==> src/rtl/acse_pkg.sv <==
`default_nettype none

package acse_pkg;

  localparam int MAX_TONES       = 4;
  localparam int SINE_TABLE_BITS = 10;

  localparam int TONE_AW   = (MAX_TONES > 1) ? $clog2(MAX_TONES) : 1;
  localparam int TONE_CW   = $clog2(MAX_TONES + 1);
  localparam int CNT_W     = 24;
  localparam int MG_W      = 15;
  localparam int SUM_MAG_W = 31 + TONE_CW;
  localparam int SUM_W     = SUM_MAG_W + 1;
  localparam int DVD_W     = SUM_MAG_W + CNT_W;
  localparam int DCNT_W    = $clog2(SUM_MAG_W + 1);
  localparam int SC_W      = SUM_MAG_W + MG_W;
  localparam int CFG_IDX_W  = 3;
  localparam int CFG_DATA_W = 24;

  localparam logic [15:0] SIN_A    = 16'd51472;
  localparam logic [14:0] SIN_B    = 15'd21024;
  localparam logic [11:0] SIN_C    = 12'd2320;
  localparam logic [15:0] GAIN_ONE = 16'h8000;

  typedef enum logic [1:0] {
    OP_TICK  = 2'd0,
    OP_LOAD  = 2'd1,
    OP_START = 2'd2
  } opcode_e;

  typedef enum logic [CFG_IDX_W-1:0] {
    CFG_TONE_COUNT   = 3'd0,
    CFG_MASTER_GAIN  = 3'd1,
    CFG_NOTE_SAMPLES = 3'd2,
    CFG_ATTACK       = 3'd3,
    CFG_DECAY        = 3'd4
  } cfg_idx_e;

  typedef enum logic [3:0] {
    ST_IDLE,
    ST_RD,
    ST_PH,
    ST_SW,
    ST_MAC,
    ST_ACC,
    ST_ENV1,
    ST_ENV2,
    ST_MUL,
    ST_DVS,
    ST_DIV,
    ST_SCL,
    ST_FIN
  } state_e;

  typedef struct packed {
    logic [1:0]  opcode;
    logic [1:0]  tone_index;
    logic [31:0] phase_step;
    logic [15:0] tone_gain;
  } in_item_t;

  typedef struct packed {
    logic signed [15:0] sample;
    logic               note_end;
  } out_item_t;

  typedef struct packed {
    logic [31:0] step;
    logic [15:0] gain;
  } tone_entry_t;

endpackage

`default_nettype wire

==> src/rtl/acse_div.sv <==
`default_nettype none

module acse_div (
  input  wire logic                          clk_i,
  input  wire logic                          rst_ni,
  input  wire logic                          start_i,
  input  wire logic [acse_pkg::DVD_W-1:0]    dividend_i,
  input  wire logic [acse_pkg::CNT_W-1:0]    divisor_i,
  output logic                               done_o,
  output logic [acse_pkg::SUM_MAG_W-1:0]     quotient_o
);

  localparam int QW = acse_pkg::SUM_MAG_W;
  localparam int DW = acse_pkg::CNT_W;
  localparam int CW = acse_pkg::DCNT_W;

  logic          busy_q, done_q;
  logic [CW-1:0] cnt_q;
  logic [DW-1:0] rem_q, den_q;
  logic [QW-1:0] sr_q;

  logic [DW:0]   trial;
  logic          ge;
  logic [DW:0]   rem_n;

  // restoring division, one quotient bit per cycle; quotient fits QW bits
  assign trial = {rem_q, sr_q[QW-1]};
  assign ge    = trial >= {1'b0, den_q};
  assign rem_n = ge ? (trial - {1'b0, den_q}) : trial;

  always_ff @(posedge clk_i or negedge rst_ni) begin
    if (!rst_ni) begin
      busy_q <= 1'b0;
      done_q <= 1'b0;
      cnt_q  <= '0;
    end else begin
      done_q <= 1'b0;
      if (start_i) begin
        busy_q <= 1'b1;
        cnt_q  <= CW'(QW);
      end else if (busy_q) begin
        cnt_q <= cnt_q - CW'(1);
        if (cnt_q == CW'(1)) begin
          busy_q <= 1'b0;
          done_q <= 1'b1;
        end
      end
    end
  end

  always_ff @(posedge clk_i) begin
    if (start_i) begin
      rem_q <= dividend_i[acse_pkg::DVD_W-1 -: DW];
      sr_q  <= dividend_i[QW-1:0];
      den_q <= divisor_i;
    end else if (busy_q) begin
      rem_q <= rem_n[DW-1:0];
      sr_q  <= {sr_q[QW-2:0], ge};
    end
  end

  assign done_o     = done_q;
  assign quotient_o = sr_q;

endmodule

`default_nettype wire

==> config.mk <==
export PLATFORM = sky130hd
export DESIGN_NAME = acse_div
export DESIGN_NICKNAME = d
export VERILOG_FILES = /design/src/rtl/acse_pkg.sv /design/src/rtl/acse_div.sv
export SDC_FILE = /design/constraint.sdc
export NUM_CORES = 1
export LEC_CHECK = 0
export BUFFER_PORTS_ARGS = -buffer_cell sky130_fd_sc_hd__buf_2
export CAP_MARGIN = 5
export CORE_ASPECT_RATIO = 0.5
export CORE_MARGIN = 5
export CORE_UTILIZATION = 59
export CTS_BUF_LIST = sky130_fd_sc_hd__clkbuf_16
export DETAILED_ROUTE_END_ITERATION = 12
export PLACE_DENSITY = 0.95
export SYNTH_ARGS = -nofsm -noshare
export SYNTH_HDL_FRONTEND = slang
export SYNTH_SLANG_ARGS = --single-unit
==> constraint.sdc <==
create_clock -name clk_i -period 9.5 [get_ports clk_i]
set_clock_uncertainty 0.15 [all_clocks]
set_input_delay 1.425 -clock clk_i [delete_from_list [all_inputs] [get_ports clk_i]]
set_output_delay 1.425 -clock clk_i [all_outputs]
set_load 0.03 [all_outputs]
After elaboration in Yosys (flattened, before gate mapping)
Index checks and enable logic that the tools add are counted.
W data, S select, Z words.

operators by class
  multiplexer cells = 13
  reductions and logical operators = 1
  $add $sub $neg = 2
  equal/unequal tests = 1
  order comparisons = 1

operators by type and width
  kind                   count
  $mux W24               3
  $mux W34               2
  $ge A25 B24 Y1         1
  $sub A24 B24 Y24       1
  $mux W6                2
  $eq A6 B1 Y1 const B   1
  $mux W1                6
  $sub A6 B1 Y6 const B  1
  $reduce_bool A2 Y1     1

word-level totals
  output and inout bits = 35
  register bits = 90
  logic and storage cells = 24
  input port bits = 85

Logic depth before layout (Yosys ltp)
  depth in word-level cells = 4
  depth in mapped cells = 13
  mapped depth without buffers = 12

Least setup slack after synthesis
OpenSTA, ideal clock, no wires.

  path kind = input-to-reg
  from = input start_i
  to = register sr_q[0] (netlist: quotient_o[0]), enable pin
  library setup time = 0.412 ns
  stages = 5
  arrival = 3.449 ns
  path buffers = 3
  setup slack = 5.489 ns
  path through = clkbuf_1 > clkbuf_1 > clkbuf_1 > nor2_1 > inv_1

on the way
  cells in the longest elaborated chain, start to end = 1

RTL lines
  element                              line            text
  from (decl)                          acse_div.sv:6   input wire logic start_i,
  $reduce_bool A2 Y1 (no source line)  -
  to (signal assigned)                 acse_div.sv:54  sr_q <= dividend_i[QW-1:0];
  to (signal assigned)                 acse_div.sv:58  sr_q <= {sr_q[QW-2:0], ge};
  to (decl)                            acse_div.sv:20  logic [QW-1:0] sr_q;

No other way between the ends.
A chain may end at the register's enable or synchronous reset.

Worst setup path in the final report
  from = input start_i
  to = register rem_q[15], enable pin

on the way
  cells in the longest elaborated chain, start to end = 1

RTL lines
  element                              line            text
  $reduce_bool A2 Y1 (no source line)  -
  to (signal assigned)                 acse_div.sv:53  rem_q <= dividend_i[acse_pkg::DVD_W-1 -: DW];
  to (signal assigned)                 acse_div.sv:57  rem_q <= rem_n[DW-1:0];
  to (decl)                            acse_div.sv:19  logic [DW-1:0] rem_q, den_q;

No other way between the ends.

==> metrics.txt <==
max_slew headroom=0.5489; flop and latch count out of synthesis=90; Final #Nets=between 600 and 700; CTS Hold Buffers Added=0; reg2reg start=quotient_o[33]$_DFFE_PP_; commonest cells after routing, fill and taps aside=119 x buf_2, 82 x edfxtp_1, 39 x nor2_1; layout cells sized above 1=0.3304; largest net degree at the start of global routing=54; status=complete, no violations; Clock Power Share=0.209; Total Routing Usage GR=0.2192; Post-Syn Instances=439; post-CTS resize count=0; Sw Share=0.3740; MaxCap Viol Count=0; Int Pwr=approximately 1.1 mW; Peak VDD IR=approximately 0.15 mV; max frequency=around 260 MHz; Syn. warnings=0; CTS root buf=clkbuf_16; H-tree Lvls=3; Detail Placement HPWL=about 8.2 mm; Die Area=about 11000 µm²; Routed Antenna Nets=0; hold_sp=cnt_q[1]$_DFFE_PN0P_; Crit Path Class=input pin to flop; Vias/cell=between 5 and 6; critical path's slowest cell=buf_4; critical path arrival=around 3.7 ns; DR pass1 iterations=5; number of distinct library cells after synthesis=57; Crit Path Max Fanout=53; DIE WIDTH=roughly 140 µm; Clock Pin Slew Worst Setup and Hold Paths=~0.06 ns; RSZ-0062 raised after global routing=no; FF-to-FF End=rem_q[16]$_DFFE_PP_; setup TNS=0 ns; core area=8588 µm²; number of clock sinks=90; Worst R2R Setup Slack=5.91 ns; gpl congestion=0.8734; Hold WC Path Type=flop to flop; final setup vio count=0; TritonCTS Buffers=9; row cnt=24; fin crit share=0.4022; Req. time, crit path=9.34 ns; final WL=~12 mm; Initial Util=0.5970; synthesized area per cell=11.68 µm²; Post-Syn Nets=around 550; WHS=0.4305 ns; area delta synth->final=19.38%; Hold Path End=cnt_q[1]$_DFFE_PN0P_; Fin. Hold Viols=0; ys flop type=edfxtp_1; initial antenna violation count=1; Post-CTS Setup Bufs=0; most used cell, CP=buf_4; crit path launch type=input pin; Die Span Y=75.92 µm; Slew @ Worst Pin=0.6766 ns; initial detailed-routing violation count=270; commonest non-fill, non-tap cell in the layout=buf_2; Comb power frac=0.452; post-synthesis async set-or-reset flop share=0.08889; Routed WL per cell=about 17 µm; clk_lat worst skew=0.34 ns; first-pass GRT wire length=~19 mm; # fillers=600; Synth Cell Area=~5100 µm²; IO Pins=between 100 and 150; Flop pwr share=0.338; worst stage delay on the critical path=0.62 ns; register area share after synthesis=0.5193; Psw=~0.65 mW; # DRC=0; Pleak=~2.7 nW; Buffers & Inverters on Critical Path=4; hold depth=2; vias in the first global route=3944; r2r worst-path depth=12; port bufs=119; power per cell area=approximately 280 nW/µm²; Max clock buf depth=2; CTS tree=done; delay-heaviest family, CP=buffers and inverters; Max Slew Vio Count=0; vias=slightly below 4k; gr ovfl total=0; crit end category=flop; Cell Chain, Critical Path=buf_2 > buf_4 > nor2_1 > inv_2 > buf_4; EDFF count, synth=82; min Tclk post-route=approximately 3.8 ns
-- kinds of logic after synthesis --
group           Yosys count  share of synthesized area
buf+inv                  49                    0.03856
compound gates           95                     0.1281
flops                    90                     0.5193
fa+ha+maj                27                    0.06735
mux                      53                     0.1120
xor+xnor                 23                    0.03929
simple gates            102                    0.09541
-- worst register-to-register path: cells and delay by family (launching register included) --
family                     cells  cell delay [ns]
AOI/OAI and AO/OA              5             1.68
adders and majority gates      2             0.64
buffers and inverters          2             0.15
DFF                            1             0.38
xor gates and xnor gates       1             0.14
and+or+nand+nor                2             0.21
-- metrics by stage --
stage	area (µm²)	std cells	worst slack, ns	total power, mW	utilization
finish	6121	678	5.679	1.733	0.7127
global route	6118	677	5.481	1.841	0.7124
CTS	6118	677	5.671	1.728	0.7124
detailed placement	5818	661	5.295	1.354	0.6774
global placement	5818	661	5.459	1.318	0.6774
floorplan	5127	439	5.489	1.190	-
-- cells in the mapped netlist, types with 5 or more instances --
cell	count	area, µm²
ha_1	26	325.3
inv_1	31	116.4
a21o_1	6	45.04
a31oi_1	5	31.28
o21ai_0	16	80.08
mux2i_1	18	180.2
dfrtp_1	8	200.2
nor2_1	39	146.4
mux2_2	35	394.1
xor2_1	9	78.83
a21oi_1	34	170.2
xnor2_1	14	122.6
nand3_1	5	25.02
edfxtp_1	82	2462
nor3_1	8	40.04
and3_1	8	50.05
nand2_1	21	78.83
clkbuf_1	12	45.04
-- layout make-up --
cell class,instances,area (µm²),area share
diodes,1,2.502,0.0004088
clock buffers,9,225.2,0.03679
clock inverters,7,75.07,0.01226
inverters,31,116.4,0.01901
multi-input cells,300,2267,0.3704
flip-flops and latches,90,2663,0.4350
well taps,117,146.4,0.02392
repair buffers,123,625.6,0.1022
-- power groups by stage --
stage	Combinational (mW)	Sequential [mW]	Clock, mW
after detailed placement	0.763	0.590	0
after CTS	0.776	0.586	0.366
final	0.784	0.586	0.363
after floorplan	0.575	0.614	0
after global routing	0.859	0.595	0.386
after global placement	0.730	0.588	0
-- registers in the layout, summed over array words and instances, names as in the netlist --
| signal | cells |
|---|---|
| done_o | 1 |
| den_q | 24 |
| quotient_o | 34 |
| rem_q | 24 |
| cnt_q | 6 |
| busy_q | 1 |
-- layer usage --
layer	up-vias	share of wire	track usage
li1	1862	-	-
met1	1824	0.43	0.2846
met2	170	0.46	0.3488
met3	24	0.097	0.07987
met4	2	0.016	0.06034
met5	-	0.00060	0
-- worst max path at each step --
stage	from	end	slack, ns	depth (start not counted)
2_1_floorplan	start_i	quotient_o[0]$_DFFE_PP_	5.49	5
3_3_place_gp	start_i	rem_q[15]$_DFFE_PP_	5.46	5
3_5_place_dp	start_i	rem_q[13]$_DFFE_PP_	5.30	5
4_1_cts	start_i	rem_q[13]$_DFFE_PP_	5.67	5
5_1_grt	start_i	rem_q[9]$_DFFE_PP_	5.48	5
6_report	start_i	rem_q[15]$_DFFE_PP_	5.68	5
(Power assumes the default switching activity.)
