===== config.mk =====
export PLATFORM = sky130hd
export DESIGN_NAME = acse_sine
export DESIGN_NICKNAME = d
export VERILOG_FILES = /design/src/rtl/acse_pkg.sv /design/src/rtl/acse_sine.sv
export SDC_FILE = /design/constraint.sdc
export NUM_CORES = 1
export LEC_CHECK = 0
export BUFFER_PORTS_ARGS = -buffer_cell sky130_fd_sc_hd__clkbuf_2
export CAP_MARGIN = 10
export CELL_PAD_IN_SITES_DETAIL_PLACEMENT = 1
export CELL_PAD_IN_SITES_GLOBAL_PLACEMENT = 1
export CORE_AREA = 2 2 237 239
export DETAILED_ROUTE_END_ITERATION = 6
export DIE_AREA = 0 0 239 241
export PLACE_DENSITY_LB_ADDON = 0.3
export SETUP_SLACK_MARGIN = 0.5
export SKIP_CTS_REPAIR_TIMING = 1
export SLEW_MARGIN = 5
export SYNTH_ARGS = -nofsm -noshare
export SYNTH_HDL_FRONTEND = slang
export SYNTH_SLANG_ARGS = --single-unit

===== constraint.sdc =====
create_clock -name clk_i -period 13 [get_ports clk_i]
set_clock_uncertainty 0.2 [all_clocks]
set_input_delay 0.65 -clock clk_i [delete_from_list [all_inputs] [get_ports clk_i]]
set_output_delay 0.65 -clock clk_i [all_outputs]
set_load 0.02 [all_outputs]

===== src/rtl/acse_pkg.sv =====
`default_nettype none

package acse_pkg;

  localparam int MAX_TONES       = 4;
  localparam int SINE_TABLE_BITS = 10;

  localparam int TONE_AW   = (MAX_TONES > 1) ? $clog2(MAX_TONES) : 1;
  localparam int TONE_CW   = $clog2(MAX_TONES + 1);
  localparam int CNT_W     = 24;
  localparam int MG_W      = 15;
  localparam int SUM_MAG_W = 31 + TONE_CW;
  localparam int SUM_W     = SUM_MAG_W + 1;
  localparam int DVD_W     = SUM_MAG_W + CNT_W;
  localparam int DCNT_W    = $clog2(SUM_MAG_W + 1);
  localparam int SC_W      = SUM_MAG_W + MG_W;
  localparam int CFG_IDX_W  = 3;
  localparam int CFG_DATA_W = 24;

  localparam logic [15:0] SIN_A    = 16'd51472;
  localparam logic [14:0] SIN_B    = 15'd21024;
  localparam logic [11:0] SIN_C    = 12'd2320;
  localparam logic [15:0] GAIN_ONE = 16'h8000;

  typedef enum logic [1:0] {
    OP_TICK  = 2'd0,
    OP_LOAD  = 2'd1,
    OP_START = 2'd2
  } opcode_e;

  typedef enum logic [CFG_IDX_W-1:0] {
    CFG_TONE_COUNT   = 3'd0,
    CFG_MASTER_GAIN  = 3'd1,
    CFG_NOTE_SAMPLES = 3'd2,
    CFG_ATTACK       = 3'd3,
    CFG_DECAY        = 3'd4
  } cfg_idx_e;

  typedef enum logic [3:0] {
    ST_IDLE,
    ST_RD,
    ST_PH,
    ST_SW,
    ST_MAC,
    ST_ACC,
    ST_ENV1,
    ST_ENV2,
    ST_MUL,
    ST_DVS,
    ST_DIV,
    ST_SCL,
    ST_FIN
  } state_e;

  typedef struct packed {
    logic [1:0]  opcode;
    logic [1:0]  tone_index;
    logic [31:0] phase_step;
    logic [15:0] tone_gain;
  } in_item_t;

  typedef struct packed {
    logic signed [15:0] sample;
    logic               note_end;
  } out_item_t;

  typedef struct packed {
    logic [31:0] step;
    logic [15:0] gain;
  } tone_entry_t;

endpackage

`default_nettype wire


===== src/rtl/acse_sine.sv =====
`default_nettype none

module acse_sine (
  input  wire logic               clk_i,
  input  wire logic               rst_ni,
  input  wire logic               in_valid_i,
  input  wire logic [31:0]        phase_i,
  output logic                    out_valid_o,
  output logic signed [15:0]      sample_o
);

  localparam int STB = acse_pkg::SINE_TABLE_BITS;
  localparam int FW  = STB - 2;
  localparam int ZW  = 17 - STB;

  logic [STB-1:0] idx;
  logic [15:0]    x_raw;
  logic [15:0]    x_in;

  logic [4:0]     vld_q;
  logic [15:0]    x0_q, x1_q, x2_q, x3_q;
  logic [3:0]     neg_q;
  logic [15:0]    sq1_q, sq2_q;
  logic [14:0]    bt_q;
  logic [15:0]    av_q;
  logic signed [15:0] s_q;

  logic [31:0]    p1;
  logic [27:0]    p2;
  logic [30:0]    p3;
  logic [31:0]    p4;
  logic [14:0]    v3;
  logic [16:0]    y4;
  logic [14:0]    ymag;

  assign idx   = phase_i[31 -: STB];
  assign x_raw = {1'b0, idx[FW-1:0], {ZW{1'b0}}};
  assign x_in  = idx[STB-2] ? (acse_pkg::GAIN_ONE - x_raw) : x_raw;

  assign p1   = 32'(x0_q) * 32'(x0_q);
  assign p2   = 28'(sq1_q) * 28'(acse_pkg::SIN_C);
  assign p3   = 31'(sq2_q) * 31'(bt_q);
  assign v3   = p3[29:15];
  assign p4   = 32'(x3_q) * 32'(av_q);
  assign y4   = p4[31:15];
  assign ymag = (y4 > 17'd32767) ? 15'h7fff : y4[14:0];

  always_ff @(posedge clk_i or negedge rst_ni) begin
    if (!rst_ni) begin
      vld_q <= '0;
    end else begin
      vld_q <= {vld_q[3:0], in_valid_i};
    end
  end

  always_ff @(posedge clk_i) begin
    x0_q     <= x_in;
    neg_q[0] <= idx[STB-1];

    x1_q     <= x0_q;
    sq1_q    <= p1[30:15];
    neg_q[1] <= neg_q[0];

    x2_q     <= x1_q;
    sq2_q    <= sq1_q;
    bt_q     <= acse_pkg::SIN_B - {3'b000, p2[26:15]};
    neg_q[2] <= neg_q[1];

    x3_q     <= x2_q;
    av_q     <= acse_pkg::SIN_A - {1'b0, v3};
    neg_q[3] <= neg_q[2];

    s_q      <= neg_q[3] ? -$signed({1'b0, ymag}) : $signed({1'b0, ymag});
  end

  assign out_valid_o = vld_q[4];
  assign sample_o    = s_q;

endmodule

`default_nettype wire


==> Yosys cells after proc, flatten, opt, wreduce, memory -nomap -nowiden <==
Cells that the tools add are included.
{ "classes": {"n_addsub": 4, "multipliers": 4, "order_cmp": 1, "mux": 3} }
{ "ops": {"columns": ["op", "n"], "rows": [
  ["15-bit 2-to-1 mux", 3],
  ["16-bit by 16-bit multiplier with 32-bit output", 1],
  ["16-bit by 15-bit subtractor with 16-bit output (first input constant)", 2],
  ["16-bit by 16-bit multiplier with 31-bit output", 1],
  ["16-bit by 15-bit multiplier with 30-bit output", 1],
  ["16-bit by 8-bit multiplier with 23-bit output (second input constant)", 1],
  ["17-bit by 15-bit > comparator with 1-bit output (second input constant)", 1],
  ["15-bit negation with 16-bit output", 1],
  ["15-bit by 12-bit subtractor with 15-bit output (first input constant)", 1]
]} }
{ "totals": {"output_inout_bits": 17, "ff_bits": 152, "wordCells": 25} }

==> Longest topological paths before layout <==
{ "depth": {"ltp_word": 5, "mapped_depth": 30, "depth_no_buf": 27} }

==> Worst setup path before layout <==
OpenSTA, ideal clock, no wires.
{ "synth_timing": {"path_type": "register to register", "startpoint": "register x3_q[13]", "endpoint": "register s_q[8], in the netlist sample_o[8]", "setup_time_ns": 0.134, "path_stages_with_launch": 31, "arrival_ns": 6.746, "period_less_slack_ns": 7.080, "path_slack_ns": 5.920, "path_cell_list": "dfxtp_1 -> clkbuf_1 -> and2_1 -> fa_1 -> inv_1 -> fa_1 -> inv_1 -> fa_1 -> inv_1 -> fa_1 -> inv_1 -> fa_1 -> inv_1 -> fa_1 -> inv_1 -> ha_1 -> clkbuf_1 -> a21oi_1 -> nor2b_1 -> o21ai_0 -> and4b_1 -> o21ai_1 -> mux2_2 -> clkbuf_1 -> nor2_1 -> ha_1 -> nand3b_1 -> nand4b_1 -> nor3b_1 -> mux2i_1 -> o22ai_1"} }
{ "synth_between": {"elab_chain_cells": 5} }
{ "synth_rtl": {"columns": ["element", "line_no", "rtl"], "rows": [
  ["start: declaration", "acse_sine.sv:21", "logic [15:0] x0_q, x1_q, x2_q, x3_q;"],
  ["start signal: assignment", "acse_sine.sv:69", "x3_q <= x2_q;"],
  ["16-bit by 16-bit multiplier with 32-bit output *", "acse_sine.sv:44", "assign p4 = 32'(x3_q) * 32'(av_q);"],
  ["17-bit by 15-bit > comparator with 1-bit output", "acse_sine.sv:46", "assign ymag = (y4 > 17'd32767) ? 15'h7fff : y4[14:0];"],
  ["15-bit 2-to-1 mux *", "acse_sine.sv:46", null],
  ["15-bit negation with 16-bit output", "acse_sine.sv:73", "s_q <= neg_q[3] ? -$signed({1'b0, ymag}) : $signed({1'b0, ymag});"],
  ["15-bit 2-to-1 mux *", "acse_sine.sv:73", null],
  ["end signal: assignment", "acse_sine.sv:73", null],
  ["end: declaration", "acse_sine.sv:26", "logic signed [15:0] s_q;"]
]} }
Mark *: on every way between the ends. The rest lies on a longest branch, timed or not.
A chain may end at the register's enable or synchronous reset.

==> Worst setup path after layout <==
{ "layout_timing": {"startpoint": "register sq2_q[6]", "endpoint": "register av_q[13]"} }
{ "layout_between": {"elab_chain_cells": 2} }
{ "layout_rtl": {"columns": ["element", "line_no", "rtl"], "rows": [
  ["start: declaration", "acse_sine.sv:23", "logic [15:0] sq1_q, sq2_q;"],
  ["start signal: assignment", "acse_sine.sv:65", "sq2_q <= sq1_q;"],
  ["16-bit by 15-bit multiplier with 30-bit output", "acse_sine.sv:42", "assign p3 = 31'(sq2_q) * 31'(bt_q);"],
  ["16-bit by 15-bit subtractor with 16-bit output", "acse_sine.sv:70", "av_q <= acse_pkg::SIN_A - {1'b0, v3};"],
  ["end signal: assignment", "acse_sine.sv:70", null],
  ["end: declaration", "acse_sine.sv:25", "logic [15:0] av_q;"]
]} }
No other way between the ends.

==> results.cfg <==
[synthesis]
ys_ff_latch = 120
synth-edff-count = 0
synth_top_family_by_area = adder cells
yosys.cell_types.count = 75
yosys-top-cells-count = inv_1, ha_1, fa_1, and2_1, nand2_1
ys_warn_count = 0
synth_xor_xnor_area_share_pct = 4.327
postSynthCellCount = 2031
synth_adder_area_share_pct = 50.76
synthMuxAreaShare_pct = 0.6839
yosys.area.top_type = fa_1
async_reset_ff_share_pct = 4.167
seq_area_frac_synth_pct = 12.76
avgSynthCellArea_um2 = 9.369
synth-simple-area-share_pct = 15.64
synthMostInstantiatedCell = inv_1
netlist_top_cells_area = fa_1, ha_1, dfxtp_1, inv_1, and2_1
synth_flop_cell = dfxtp_1
synth_compound_area_share_pct = 6.674
synth_top_area_share_pct = 31.04
syn_area_um2 = 19030

[worst_setup_path]
worst-r2r-setup-slack_ns = 5.22
endpoint_kind = register
reg2reg_from = sq2_q[6]
crit_end = av_q[13]
path_class = reg -> reg
path_depth = 21
reg2reg_depth = 21
start_kind = register
crit_slowest_cell = dfxtp_1
cp.arrival_ns = 7.95
path_cells = nand2_1 -> fa_1 -> fa_1 -> inv_1 -> fa_1 -> inv_1 -> fa_1 -> inv_1 -> fa_1 -> fa_1 -> ha_1 -> a21oi_1 -> o21ai_0 -> a31oi_1 -> nand2_1 -> o311ai_2 -> nor2_1 -> nor4_2 -> o311ai_1 -> a211oi_2 -> xor2_1
crit_path_frequent_cell = fa_1
r2r_end = av_q[13]
crit_fanout = 14
critical-path-max-stage-delay_ns = 0.85
startpoint = sq2_q[6]
worstPathRequired_ns = 13.17
critPathBufInv = 3
crit_family = adder cells

[placed_design]
place.detailed.hpwl_um = 36140
portBuffers = 29
dp.cells = 2715
gp_congestion = 0.7684

[floorplanning]
die_h_um = 241
ioPinCount = 52
die_x_um = 239
row_count = 86
initial_core_util_pct = 34.67
core_um2 = 54880
dieArea_um2 = 57600

[global_route]
grt_overflow_total = 0
grtUsageMet2_pct = 29.62
grt_max_degree = 17
met1_usage_pct = 20.09
use_met3_pct = 1.910
grt_pass1_vias = 14954
busiest_layer = met2
antenna_found_initial = 0
grt_pass1_wl_um = 74460
grt_usage_pct = 16.10

[sta]
slew_headroom_pct = 44.55
grt_setup_unrepaired = false
setup_tns_ns = 0
setup_viol = 0
maxSlewViolCount = 0
hold_viol = 0
max_freq_ghz = 0.1285
period_needed_ns = 7.783
tightest_slew_ns = 0.8307
period_share_pct = 59.87

[clock_tree]
clk-insertion-delay-late_ns = 0.44
cts_buffers = 17
cts_tree = built
cts_sinks = 120
clk_pin_slew_ns = 0.06
ctsHtreeMaxLevel = 4
clockBufferDepth = 2
ctsRootBufferMaster = clkbuf_16

[route]
wire_per_inst_um = 15.68
drtIter0Drc = 313
wl_um = 43100
drtAntennaViolNets = 0
viasPerCell = 4.790
drc_errors = 0
firstDrtPassIters = 4
num_vias = 13164

[final_layout]
syn_to_final_growth_pct = 7.647
fin_cells = 2748
diodes = 0
layout-drive-gt1-share_pct = 4.403
nNetsFinal = 2661

[outcome]
status = completed

[min_path]
hold_class = in -> reg

[job]
drv_cap = 0
how the worst min path moves through the flow:
| stage | slack [ns] | endpoint | cells after the start | startpoint |
|---|---|---|---|---|
| finish | 0.11 | neg_q[0] | 1 | phase_i[31] |
| global route | 0.09 | neg_q[0] | 1 | phase_i[31] |
| CTS | -0.20 | vld_q[3] | 1 | rst_ni |
| detailed placement | 0.11 | x2_q[8] | 0 | x1_q[8] |
| global placement | 0.11 | x3_q[13] | 0 | x2_q[13] |
| floorplan | 0.11 | neg_q[1] | 0 | neg_q[0] |
cell families (layout without fill, tap and decap cells):
logic type / Yosys count / after routing
compound gates: 178 / 178
buf+inv: 462 / 469
other cells: 2 / 8
flops: 120 / 120
fa+ha+maj: 595 / 595
xor+xnor: 94 / 94
simple gates: 568 / 568
mux: 12 / 12
metrics by stage:
step	utilization (%)	worst slack [ns]	instance area, um^2	hold WS (ns)
6_report	37.33	5.217	20480	0.1113
3_5_place_dp	36.21	5.142	19870	0.1132
4_1_cts	37.31	5.149	20470	-0.2037
3_3_place_gp	36.21	5.340	19870	0.1106
2_1_floorplan	-	5.920	19050	0.1096
5_1_grt	37.33	4.697	20480	0.09128
cell type report:
class                   count  area, um^2
multi-input cells        1455       14890
fillers                  6391       34390
inverters                 407        1528
well taps                 704       880.8
flip-flops and latches    120        2427
repair buffers             30       155.1
clock buffers              18       450.4
clock inverters            14       153.9
flip-flops by register name, summed over array words and instances (netlist names), 9 cells and up:
signal	flops
sq1_q	15
x2_q	9
x1_q	9
x3_q	9
bt_q	13
x0_q	9
sq2_q	15
av_q	16
sample_o	16
placed cells by master, fill, tap and decap left out, types with 7 or more instances in the layout:
master,n
a21o_1,22
and2_1,217
nand2b_1,18
nand3_1,14
a31oi_1,9
o21a_1,14
o21ai_0,30
nor2_1,41
dfxtp_1,115
xor2_1,29
inv_1,407
clkbuf_2,29
xnor2_1,65
nor3_1,20
nand2_1,201
ha_1,300
a211oi_1,8
a21oi_1,32
nor2b_1,12
conb_1,8
clkbuf_16,18
fa_1,295
o21bai_1,7
layer usage:
layer | up-vias | wire (um)
met5 | - | 0
met3 | 39 | 723
met1 | 6701 | 19750
li1 | 6328 | -
met4 | 0 | 536
met2 | 96 | 22090
Power is not shown: default switching activity piles up to over one toggle a cycle in this logic, so the estimate is an artifact.
